<file path="src/rtl/core/gjdc_pkg.sv">
// Shared types, constants and lookup functions for the Julian day number converter.
package gjdc_pkg;

  // Payload of one input beat.
  typedef struct packed {
    logic        func;
    logic [4:0]  day;
    logic [3:0]  month;
    logic [13:0] year;
    logic [22:0] day_number;
  } in_t;

  // Payload of one result beat.
  typedef struct packed {
    logic [22:0] result_day_number;
    logic [4:0]  result_day;
    logic [3:0]  result_month;
    logic [13:0] result_year;
    logic        valid_res;
  } out_t;

  // Operation selector codes.
  localparam logic FuncToJdn  = 1'b0;
  localparam logic FuncToDate = 1'b1;

  // Register stages inside each conversion datapath.
  localparam int unsigned PipeDepth = 6;

  // Supported range: 1 Jan 0000 to 31 Dec 9999.
  localparam logic [22:0] JdnMin  = 23'd1721060;
  localparam logic [22:0] JdnMax  = 23'd5373484;
  localparam logic [13:0] YearMax = 14'd9999;

  localparam logic [23:0] JdnBias     = 24'd32044;
  localparam logic [23:0] DateBias    = 24'd32045;
  localparam logic [14:0] EpochYears  = 15'd4800;
  localparam logic [25:0] DaysPer400  = 26'd146097;
  localparam logic [18:0] DaysPer4    = 19'd1461;
  localparam logic [22:0] DaysPerYear = 23'd365;
  localparam logic [14:0] Century     = 15'd100;

  // Month index counted from March has January and February as ten and eleven; MonFeb and MonDec are calendar months.
  localparam logic [3:0] MonJan = 4'd10;
  localparam logic [3:0] MonFeb = 4'd2;
  localparam logic [3:0] MonDec = 4'd12;

  // Reciprocals for exact division by a constant: q = (x * Recip) >> Shift,
  // with Shift = width of x plus bits of the divisor.
  localparam int unsigned QuadShift = 44;
  localparam logic [26:0] RecipQuad =
    27'(((64'd1 << QuadShift) + 64'd146097 - 64'd1) / 64'd146097);

  localparam int unsigned Year4Shift = 29;
  localparam logic [18:0] RecipYear4 =
    19'(((64'd1 << Year4Shift) + 64'd1461 - 64'd1) / 64'd1461);

  localparam int unsigned MonShift = 20;
  localparam logic [12:0] RecipMon =
    13'(((64'd1 << MonShift) + 64'd153 - 64'd1) / 64'd153);

  localparam int unsigned CentYShift = 21;
  localparam logic [14:0] RecipCentY =
    15'(((64'd1 << CentYShift) + 64'd100 - 64'd1) / 64'd100);

  localparam int unsigned CentYyShift = 22;
  localparam logic [15:0] RecipCentYy =
    16'(((64'd1 << CentYyShift) + 64'd100 - 64'd1) / 64'd100);

  // Days before the first of a month, months counted from March.
  function automatic logic [8:0] month_offset(input logic [3:0] mm);
    logic [8:0] v;
    unique case (mm)
      4'd0:    v = 9'd0;
      4'd1:    v = 9'd31;
      4'd2:    v = 9'd61;
      4'd3:    v = 9'd92;
      4'd4:    v = 9'd122;
      4'd5:    v = 9'd153;
      4'd6:    v = 9'd184;
      4'd7:    v = 9'd214;
      4'd8:    v = 9'd245;
      4'd9:    v = 9'd275;
      4'd10:   v = 9'd306;
      4'd11:   v = 9'd337;
      default: v = 9'd0;
    endcase
    return v;
  endfunction

  // Length of a calendar month, January is one.
  function automatic logic [4:0] month_len(input logic [3:0] m, input logic leap);
    logic [4:0] v;
    unique case (m)
      4'd4, 4'd6, 4'd9, 4'd11: v = 5'd30;
      MonFeb:                  v = leap ? 5'd29 : 5'd28;
      default:                 v = 5'd31;
    endcase
    return v;
  endfunction

endpackage

</file>
<file path="src/rtl/core/gjdc_date2jdn.sv">
// Pipelined date to Julian day number datapath with date check.
module gjdc_date2jdn
  import gjdc_pkg::*;
(
  input  logic clk,
  input  in_t  in_data,
  output out_t res
);

  // stage 1
  logic [13:0] s1_year_r, s1_year_nxt;
  logic [4:0]  s1_day_r, s1_day_nxt;
  logic [3:0]  s1_mon_r, s1_mon_nxt;
  logic [7:0]  s1_q_r, s1_q_nxt;
  logic [14:0] s1_yy_r, s1_yy_nxt;
  logic [3:0]  s1_mm_r, s1_mm_nxt;
  // stage 2
  logic        s2_ok_r, s2_ok_nxt;
  logic [4:0]  s2_day_r, s2_day_nxt;
  logic [3:0]  s2_mm_r, s2_mm_nxt;
  logic [14:0] s2_yy_r, s2_yy_nxt;
  logic [8:0]  s2_yyq_r, s2_yyq_nxt;
  // stage 3
  logic [22:0] s3_sum_r, s3_sum_nxt;
  logic        s3_ok_r, s3_ok_nxt;
  logic [4:0]  s3_day_r, s3_day_nxt;
  logic [3:0]  s3_mm_r, s3_mm_nxt;
  // stages 4 to 6
  logic [22:0] s4_dn_r, s4_dn_nxt;
  logic        s4_ok_r, s4_ok_nxt;
  logic [22:0] s5_dn_r, s6_dn_r;
  logic        s5_ok_r, s6_ok_r;

  logic        early;
  logic [28:0] prod_y;
  logic [30:0] prod_yy;
  logic [13:0] rem100;
  logic        leap;
  logic [23:0] dn;

  // Stage 1: split the year at March, take year / 100.
  always_comb begin
    early      = (in_data.month <= MonFeb);
    s1_year_nxt = in_data.year;
    s1_day_nxt  = in_data.day;
    s1_mon_nxt  = in_data.month;
    s1_yy_nxt   = 15'(in_data.year) + EpochYears - 15'(early);
    s1_mm_nxt   = early ? in_data.month + 4'd9 : in_data.month - 4'd3;
    prod_y      = 29'(in_data.year) * 29'(RecipCentY);
    s1_q_nxt    = prod_y[CentYShift+7:CentYShift];
  end

  // Stage 2: leap rule and range check; shifted year / 100.
  always_comb begin
    rem100     = s1_year_r - 14'(15'(s1_q_r) * Century);
    leap       = (s1_year_r[1:0] == 2'b00) && ((rem100 != 14'd0) || (s1_q_r[1:0] == 2'b00));
    s2_ok_nxt  = (s1_year_r <= YearMax) && (s1_mon_r != 4'd0) && (s1_mon_r <= MonDec) &&
                 (s1_day_r != 5'd0) && (s1_day_r <= month_len(s1_mon_r, leap));
    s2_day_nxt = s1_day_r;
    s2_mm_nxt  = s1_mm_r;
    s2_yy_nxt  = s1_yy_r;
    prod_yy    = 31'(s1_yy_r) * 31'(RecipCentYy);
    s2_yyq_nxt = prod_yy[CentYyShift+8:CentYyShift];
  end

  // Stage 3: days in whole years since the epoch.
  always_comb begin
    s3_sum_nxt = 23'(s2_yy_r) * DaysPerYear + 23'(s2_yy_r >> 2) - 23'(s2_yyq_r)
                 + 23'(s2_yyq_r >> 2);
    s3_ok_nxt  = s2_ok_r;
    s3_day_nxt = s2_day_r;
    s3_mm_nxt  = s2_mm_r;
  end

  // Stage 4: add the month and day, drop the number for a bad date.
  always_comb begin
    dn        = 24'(s3_sum_r) + 24'(s3_day_r) + 24'(month_offset(s3_mm_r)) - DateBias;
    s4_dn_nxt = s3_ok_r ? dn[22:0] : 23'd0;
    s4_ok_nxt = s3_ok_r;
  end

  always_ff @(posedge clk) begin
    s1_year_r <= s1_year_nxt;
    s1_day_r  <= s1_day_nxt;
    s1_mon_r  <= s1_mon_nxt;
    s1_q_r    <= s1_q_nxt;
    s1_yy_r   <= s1_yy_nxt;
    s1_mm_r   <= s1_mm_nxt;
    s2_ok_r   <= s2_ok_nxt;
    s2_day_r  <= s2_day_nxt;
    s2_mm_r   <= s2_mm_nxt;
    s2_yy_r   <= s2_yy_nxt;
    s2_yyq_r  <= s2_yyq_nxt;
    s3_sum_r  <= s3_sum_nxt;
    s3_ok_r   <= s3_ok_nxt;
    s3_day_r  <= s3_day_nxt;
    s3_mm_r   <= s3_mm_nxt;
    s4_dn_r   <= s4_dn_nxt;
    s4_ok_r   <= s4_ok_nxt;
    // hold alignment with the other datapath
    s5_dn_r   <= s4_dn_r;
    s5_ok_r   <= s4_ok_r;
    s6_dn_r   <= s5_dn_r;
    s6_ok_r   <= s5_ok_r;
  end

  always_comb begin
    res                   = '0;
    res.result_day_number = s6_dn_r;
    res.valid_res         = s6_ok_r;
  end

endmodule

</file>
<file path="src/rtl/core/gjdc_jdn2date.sv">
// Pipelined Julian day number to date datapath with range check.
module gjdc_jdn2date
  import gjdc_pkg::*;
(
  input  logic clk,
  input  in_t  in_data,
  output out_t res
);

  logic [23:0] s1_a_r, s1_a_nxt;
  logic [7:0]  s1_b_r, s1_b_nxt;
  logic        s1_ok_r, s1_ok_nxt;

  logic [15:0] s2_c_r, s2_c_nxt;
  logic [7:0]  s2_b_r;
  logic        s2_ok_r;

  logic [15:0] s3_c_r;
  logic [7:0]  s3_dd_r, s3_dd_nxt;
  logic [7:0]  s3_b_r;
  logic        s3_ok_r;

  logic [8:0]  s4_e_r, s4_e_nxt;
  logic [7:0]  s4_dd_r, s4_b_r;
  logic        s4_ok_r;

  logic [8:0]  s5_e_r;
  logic [3:0]  s5_mm_r, s5_mm_nxt;
  logic [7:0]  s5_dd_r, s5_b_r;
  logic        s5_ok_r;

  out_t        res_r, res_nxt;

  logic [52:0] prod_b;
  logic [25:0] prod_c;
  logic [23:0] c_full;
  logic [36:0] prod_dd;
  logic [18:0] prod_e;
  logic [16:0] e_full;
  logic [11:0] x_mm;
  logic [24:0] prod_mm;
  logic        jan;
  logic [8:0]  d_full;
  logic [14:0] y_full;

  // Stage 1: century count.
  always_comb begin
    s1_a_nxt  = 24'(in_data.day_number) + JdnBias;
    prod_b    = 53'({s1_a_nxt, 2'b11}) * 53'(RecipQuad);
    s1_b_nxt  = prod_b[QuadShift+7:QuadShift];
    s1_ok_nxt = (in_data.day_number >= JdnMin) && (in_data.day_number <= JdnMax);
  end

  // Stage 2: day within the century.
  always_comb begin
    prod_c   = 26'(s1_b_r) * DaysPer400;
    c_full   = s1_a_r - 24'(prod_c >> 2);
    s2_c_nxt = c_full[15:0];
  end

  // Stage 3: year within the century.
  always_comb begin
    prod_dd   = 37'({s2_c_r, 2'b11}) * 37'(RecipYear4);
    s3_dd_nxt = prod_dd[Year4Shift+7:Year4Shift];
  end

  // Stage 4: day within the year, counted from March.
  always_comb begin
    prod_e   = 19'(s3_dd_r) * DaysPer4;
    e_full   = 17'(s3_c_r) - 17'(prod_e >> 2);
    s4_e_nxt = e_full[8:0];
  end

  // Stage 5: month counted from March.
  always_comb begin
    x_mm      = 12'(s4_e_r) * 12'd5 + 12'd2;
    prod_mm   = 25'(x_mm) * 25'(RecipMon);
    s5_mm_nxt = prod_mm[MonShift+3:MonShift];
  end

  // Stage 6: calendar day, month and year; zero them out of range.
  always_comb begin
    jan     = (s5_mm_r >= MonJan);
    d_full  = s5_e_r - month_offset(s5_mm_r) + 9'd1;
    y_full  = 15'(s5_b_r) * Century + 15'(s5_dd_r) + 15'(jan) - EpochYears;
    res_nxt = '0;
    if (s5_ok_r) begin
      res_nxt.result_day   = d_full[4:0];
      res_nxt.result_month = jan ? s5_mm_r - 4'd9 : s5_mm_r + 4'd3;
      res_nxt.result_year  = y_full[13:0];
      res_nxt.valid_res    = 1'b1;
    end
  end

  always_ff @(posedge clk) begin
    s1_a_r  <= s1_a_nxt;
    s1_b_r  <= s1_b_nxt;
    s1_ok_r <= s1_ok_nxt;
    s2_c_r  <= s2_c_nxt;
    s2_b_r  <= s1_b_r;
    s2_ok_r <= s1_ok_r;
    s3_c_r  <= s2_c_r;
    s3_dd_r <= s3_dd_nxt;
    s3_b_r  <= s2_b_r;
    s3_ok_r <= s2_ok_r;
    s4_e_r  <= s4_e_nxt;
    s4_dd_r <= s3_dd_r;
    s4_b_r  <= s3_b_r;
    s4_ok_r <= s3_ok_r;
    s5_e_r  <= s4_e_r;
    s5_mm_r <= s5_mm_nxt;
    s5_dd_r <= s4_dd_r;
    s5_b_r  <= s4_b_r;
    s5_ok_r <= s4_ok_r;
    res_r   <= res_nxt;
  end

  assign res = res_r;

endmodule

</file>
<file path="src/rtl/core/gregorian_julian_day_converter_core.sv">
// Top level of the Gregorian date / Julian day number converter.
//
//   channel | ports                   | handshake
//   --------+-------------------------+-------------------------------------
//   input   | start, busy, in_data    | beat taken when start && !busy
//   result  | out_strobe, out_data    | beat shown for one cycle on strobe
//
// One beat is taken every cycle; busy stays low, nothing ever holds the input.
// Each result appears on out_strobe once it has passed the input register, six
// stages of the conversion datapaths (set by the chain of reciprocal multiplies
// for day number to date) and the result register.
// Reset clears only the valid chain and the strobe; beats in flight are dropped, not reissued.
// The receiver cannot stall, so results are simply shown once and dropped.
module gregorian_julian_day_converter_core
  import gjdc_pkg::*;
(
  input  logic clk,
  input  logic rst_n,
  input  logic start,
  output logic busy,
  input  in_t  in_data,
  output logic out_strobe,
  output out_t out_data
);

  logic                 accept;
  in_t                  in_r, in_nxt;
  logic [PipeDepth:0]   vld_r, vld_nxt;
  logic [PipeDepth:0]   func_r, func_nxt;
  out_t                 out_r, out_nxt;
  logic                 out_strobe_r, out_strobe_nxt;
  out_t                 jdn_res;
  out_t                 date_res;

  // Nothing in the datapath stalls, so never push back.
  assign busy   = 1'b0;
  assign accept = start && !busy;

  // Capture the beat; both datapaths work on it, the selector picks one later.
  always_comb begin
    in_nxt = accept ? in_data : in_r;
  end

  // Advance valid and selector alongside the payload, stage 0 is the input register.
  always_comb begin
    vld_nxt  = {vld_r[PipeDepth-1:0], accept};
    func_nxt = {func_r[PipeDepth-1:0], in_data.func};
  end

  always_ff @(posedge clk) begin
    if (!rst_n) begin
      vld_r <= '0;
    end else begin
      vld_r <= vld_nxt;
    end
  end

  always_ff @(posedge clk) begin
    in_r   <= in_nxt;
    func_r <= func_nxt;
  end

  gjdc_date2jdn u_date2jdn (
    .clk     (clk),
    .in_data (in_r),
    .res     (jdn_res)
  );

  gjdc_jdn2date u_jdn2date (
    .clk     (clk),
    .in_data (in_r),
    .res     (date_res)
  );

  // Select the result of the requested operation; the other one's fields stay zero.
  always_comb begin
    out_strobe_nxt = vld_r[PipeDepth];
    unique case (func_r[PipeDepth])
      FuncToDate: out_nxt = date_res;
      default:    out_nxt = jdn_res;
    endcase
  end

  always_ff @(posedge clk) begin
    if (!rst_n) begin
      out_strobe_r <= 1'b0;
    end else begin
      out_strobe_r <= out_strobe_nxt;
    end
  end

  always_ff @(posedge clk) begin
    out_r <= out_nxt;
  end

  assign out_strobe = out_strobe_r;
  assign out_data   = out_r;

`ifndef SYNTHESIS
  // Every accepted beat comes out after the fixed latency.
  a_latency : assert property (@(posedge clk) disable iff (!rst_n)
    accept |-> ##8 out_strobe)
    else $error("accepted beat did not reach the result port");

  // An invalid result carries all-zero fields.
  a_invalid_zero : assert property (@(posedge clk) disable iff (!rst_n)
    out_strobe && !out_data.valid_res |->
      out_data.result_day_number == 23'd0 && out_data.result_day == 5'd0 &&
      out_data.result_month == 4'd0 && out_data.result_year == 14'd0)
    else $error("invalid result with non-zero fields");

  // A valid day number lies in the supported range.
  a_jdn_range : assert property (@(posedge clk) disable iff (!rst_n)
    out_strobe && out_data.valid_res && out_data.result_day_number != 23'd0 |->
      out_data.result_day_number >= JdnMin && out_data.result_day_number <= JdnMax)
    else $error("day number out of range");

  // A valid decoded date has a real month and day.
  a_date_fields : assert property (@(posedge clk) disable iff (!rst_n)
    out_strobe && out_data.valid_res && out_data.result_day_number == 23'd0 |->
      out_data.result_month != 4'd0 && out_data.result_month <= MonDec &&
      out_data.result_day != 5'd0 && out_data.result_year <= YearMax)
    else $error("decoded date fields out of range");
`endif

endmodule
</file>
<file path="config.mk">
export PLATFORM = sky130hd
export DESIGN_NAME = gregorian_julian_day_converter_core
export DESIGN_NICKNAME = d
export VERILOG_FILES = /design/src/rtl/core/gjdc_pkg.sv /design/src/rtl/core/gjdc_date2jdn.sv /design/src/rtl/core/gjdc_jdn2date.sv /design/src/rtl/core/gregorian_julian_day_converter_core.sv
export SDC_FILE = /design/constraint.sdc
export NUM_CORES = 2
export LEC_CHECK = 0
export BUFFER_PORTS_ARGS = -buffer_cell sky130_fd_sc_hd__clkbuf_2
export CORE_MARGIN = 5
export CORE_UTILIZATION = 40
export DETAILED_ROUTE_END_ITERATION = 7
export PLACE_DENSITY = 0.54
export SYNTH_ARGS = -nofsm -noshare
export SYNTH_HDL_FRONTEND = slang
export SYNTH_HIERARCHICAL = 1
export SYNTH_SLANG_ARGS = --single-unit
export TNS_END_PERCENT = 30
</file>
<file path="constraint.sdc">
create_clock -name clk -period 7 [get_ports clk]
set_input_delay 1.4 -clock clk [delete_from_list [all_inputs] [get_ports clk]]
set_output_delay 1.4 -clock clk [all_outputs]
set_load 0.005 [all_outputs]
</file>
==> run metrics <==
status=finished with violations; violated checks=setup timing; number of max-slew violations in the final report=0; TritonCTS clock tree=built; Final GP Congestion=approximately 0.91; total number of clock tree sinks=approximately 460; nets@finish=6606; Pre-antenna DRT Iters=4; Worst-path clk slew=0.07 ns; full die area=around 0.13 sq mm; worst-case reg-to-reg path depth=28; area inside the core boundary=~0.12 sq mm; average cell area after synthesis=about 11 sq um; setup repair after global routing missed its margin=true; # placed instances=6476; arrival time of the worst setup path=7.81 ns; synth warn=6; delay of the slowest cell on the worst path=~0.52 ns; type of destination of the critical path=register; launch instance of the worst register-to-register path=in_r[3]; layout cells sized above 1=between 10% and 20%; clock skew=~0.018 ns; I/O Pins=99; worst slew slack as a fraction of its limit=around half; HPWL reported at the end of detailed placement=just under 90000 um; fin crit share=103.5%; H-tree Lvls=2; Max Cap Violations=0; Setup WS post-layout=-0.2419 ns; time the worst path needs with I/O delays and setup=approximately 7.2 ns; drt drc=0; die extent in x=about 360 um; combined area of all synthesized cells=approximately 0.048 sq mm; clock latency reported for the late side of the worst-skew pair=about 0.63 ns; type of element launching the critical path=register; remaining antenna violation count=0; first-pass GRT wire length=around 170000 um; Critical R2R Capture=u_jdn2date/s1_b_r[7]; reg2reg setup slack=-0.24 ns; initial drt markers=890; Min-Delay Path Class=register to register; hold violation total from the final report=0; min-delay src=u_jdn2date/s4_dd_r[6]; synth-to-layout area growth=14.13%; quantity of I/O buffers inserted on ports=97; synthesized netlist cell count=approximately 4600; vias per cell=roughly 4.6; Site Rows=about 130; maximum achievable frequency=0.1381 GHz; root buffer cell=clkbuf_16; number of antenna violations at the first check in global routing=2; required time of the critical path=about 7.6 ns; start-to-end type of the worst setup path=register to register; cell with the largest stage delay on the worst path=fa_1; maximum number of pins on one net before global-route repair=48; total routing resource utilization after global routing=16.50%; via count of the first global-routing pass=32640; starting density of the core=40.23%; slew of the pin with the lowest slew margin=0.7614 ns; clock buffers created by TritonCTS=54; # setup viols final=6; cell mode on critical path=fa_1; largest buffer count on any clock path=3; remaining global-route overflow=0; die height=between 300 and 400 um; post-cts hold buffer count=0; number of fill cells=around 11000; Ant. Diodes=0; highest net fanout along the worst path=5; vias after detailed routing=just over 30000; number of cells on the worst hold path=0; Non-Filler Instances=roughly 6600; end of the worst hold path=u_jdn2date/s5_dd_r[6]; wire length per cell=between 15 and 20 um; Total Wirelength=slightly above 100000 um
sequential cells by signal, summed over array words and instances, names as in the netlist, 16 cells and up, named ones only:
register	cells
u_date2jdn/s6_dn_r	23
u_date2jdn/s5_dn_r	23
u_jdn2date/s2_c_r	16
u_jdn2date/s1_a_r	16
u_date2jdn/s4_dn_r	23
out_data	47
in_r	46
u_date2jdn/s3_sum_r	23
u_jdn2date/res	24
repair_timing:
action                                  CTS  global route
pin swaps                                27            49
gates resized for setup                  32            59
endpoints found under the setup margin    9            14
buffers inserted                          8             9
layout make-up:
class | instances | area [sq um] | area share, %
Multi-Input combinational cell | 2917 | 34520 | 62.75
Sequential cell | 459 | 9651 | 17.54
Inverter | 1172 | 4409 | 8.015
Timing Repair Buffer | 333 | 2322 | 4.222
Tap cell | 1612 | 2017 | 3.667
Clock buffer | 72 | 1590 | 2.891
Clock inverter | 30 | 500.5 | 0.9098
worst max-delay path: cells and delay by family, from the launching register on:
family          cells  cell delay, ns
fa+ha+maj           9            3.59
compound gates     10            2.02
buf+inv             5            0.53
flops               1            0.42
simple gates        2            0.33
xor+xnor            2            0.27
how the worst max path moves through the flow:
stage,to,startpoint,slack (ns),cells past startpoint
3_5_place_dp,u_jdn2date/s1_b_r[0],in_r[2],-0.44,30
5_1_grt,u_jdn2date/s1_b_r[7],in_r[3],-0.56,34
2_1_floorplan,u_jdn2date/s1_b_r[7],in_r[2],-0.05,32
6_report,u_jdn2date/s1_b_r[7],in_r[3],-0.24,28
4_1_cts,u_jdn2date/s1_b_r[7],in_r[3],-0.27,34
3_3_place_gp,u_jdn2date/s1_b_r[7],in_r[2],-0.38,29
cells in the final DEF (no fill, tap or decap), types with 15 or more instances in the layout:
cell and count:
mux2_4 30, o21ai_1 20, nand2_1 84, xor2_1 66, o21a_1 27, xnor2_1 161
ha_1 975, fa_1 608, inv_1 1143, nand2b_1 16, and2_1 37, o211ai_1 19
nor2_1 106, conb_1 47, o21ai_0 56, and3_1 19, nand3_1 43, a21oi_1 132
o21bai_1 27, inv_2 25, nor3_1 37, dfxtp_1 412, a211oi_1 20, buf_4 228
clkbuf_16 55, nor2b_1 25, mux2_2 18, clkbuf_2 97, a21o_1 64, edfxtp_1 46
clkbuf_8 15, ha_4 25
routing by layer:
layer	GRT usage (%)	vias to the layer above	part of all wire, %
met5	0	-	0
met4	4.291	0	2.8
met3	1.912	141	3.0
met2	28.17	329	47
met1	22.35	14470	47
li1	-	15250	-
through the flow:
step / hold slack [ns] / TNS [ns] / utilization (%) / setup WS [ns] / area, sq um
global route: 0.3173 / -4.435 / 45.91 / -0.5612 / 55010
global placement: 0.3100 / -1.994 / 43.66 / -0.3826 / 52310
CTS: 0.3151 / -1.330 / 45.61 / -0.2735 / 54650
floorplan: 0.3096 / -0.1145 / - / -0.04762 / 48610
detailed placement: 0.3121 / -2.652 / 43.66 / -0.4351 / 52310
finish: 0.3208 / -1.047 / 45.91 / -0.2419 / 55010
Power is left out: the tool's default activity adds up to more than one toggle a clock period on the data nets, which glitch-free logic cannot reach.
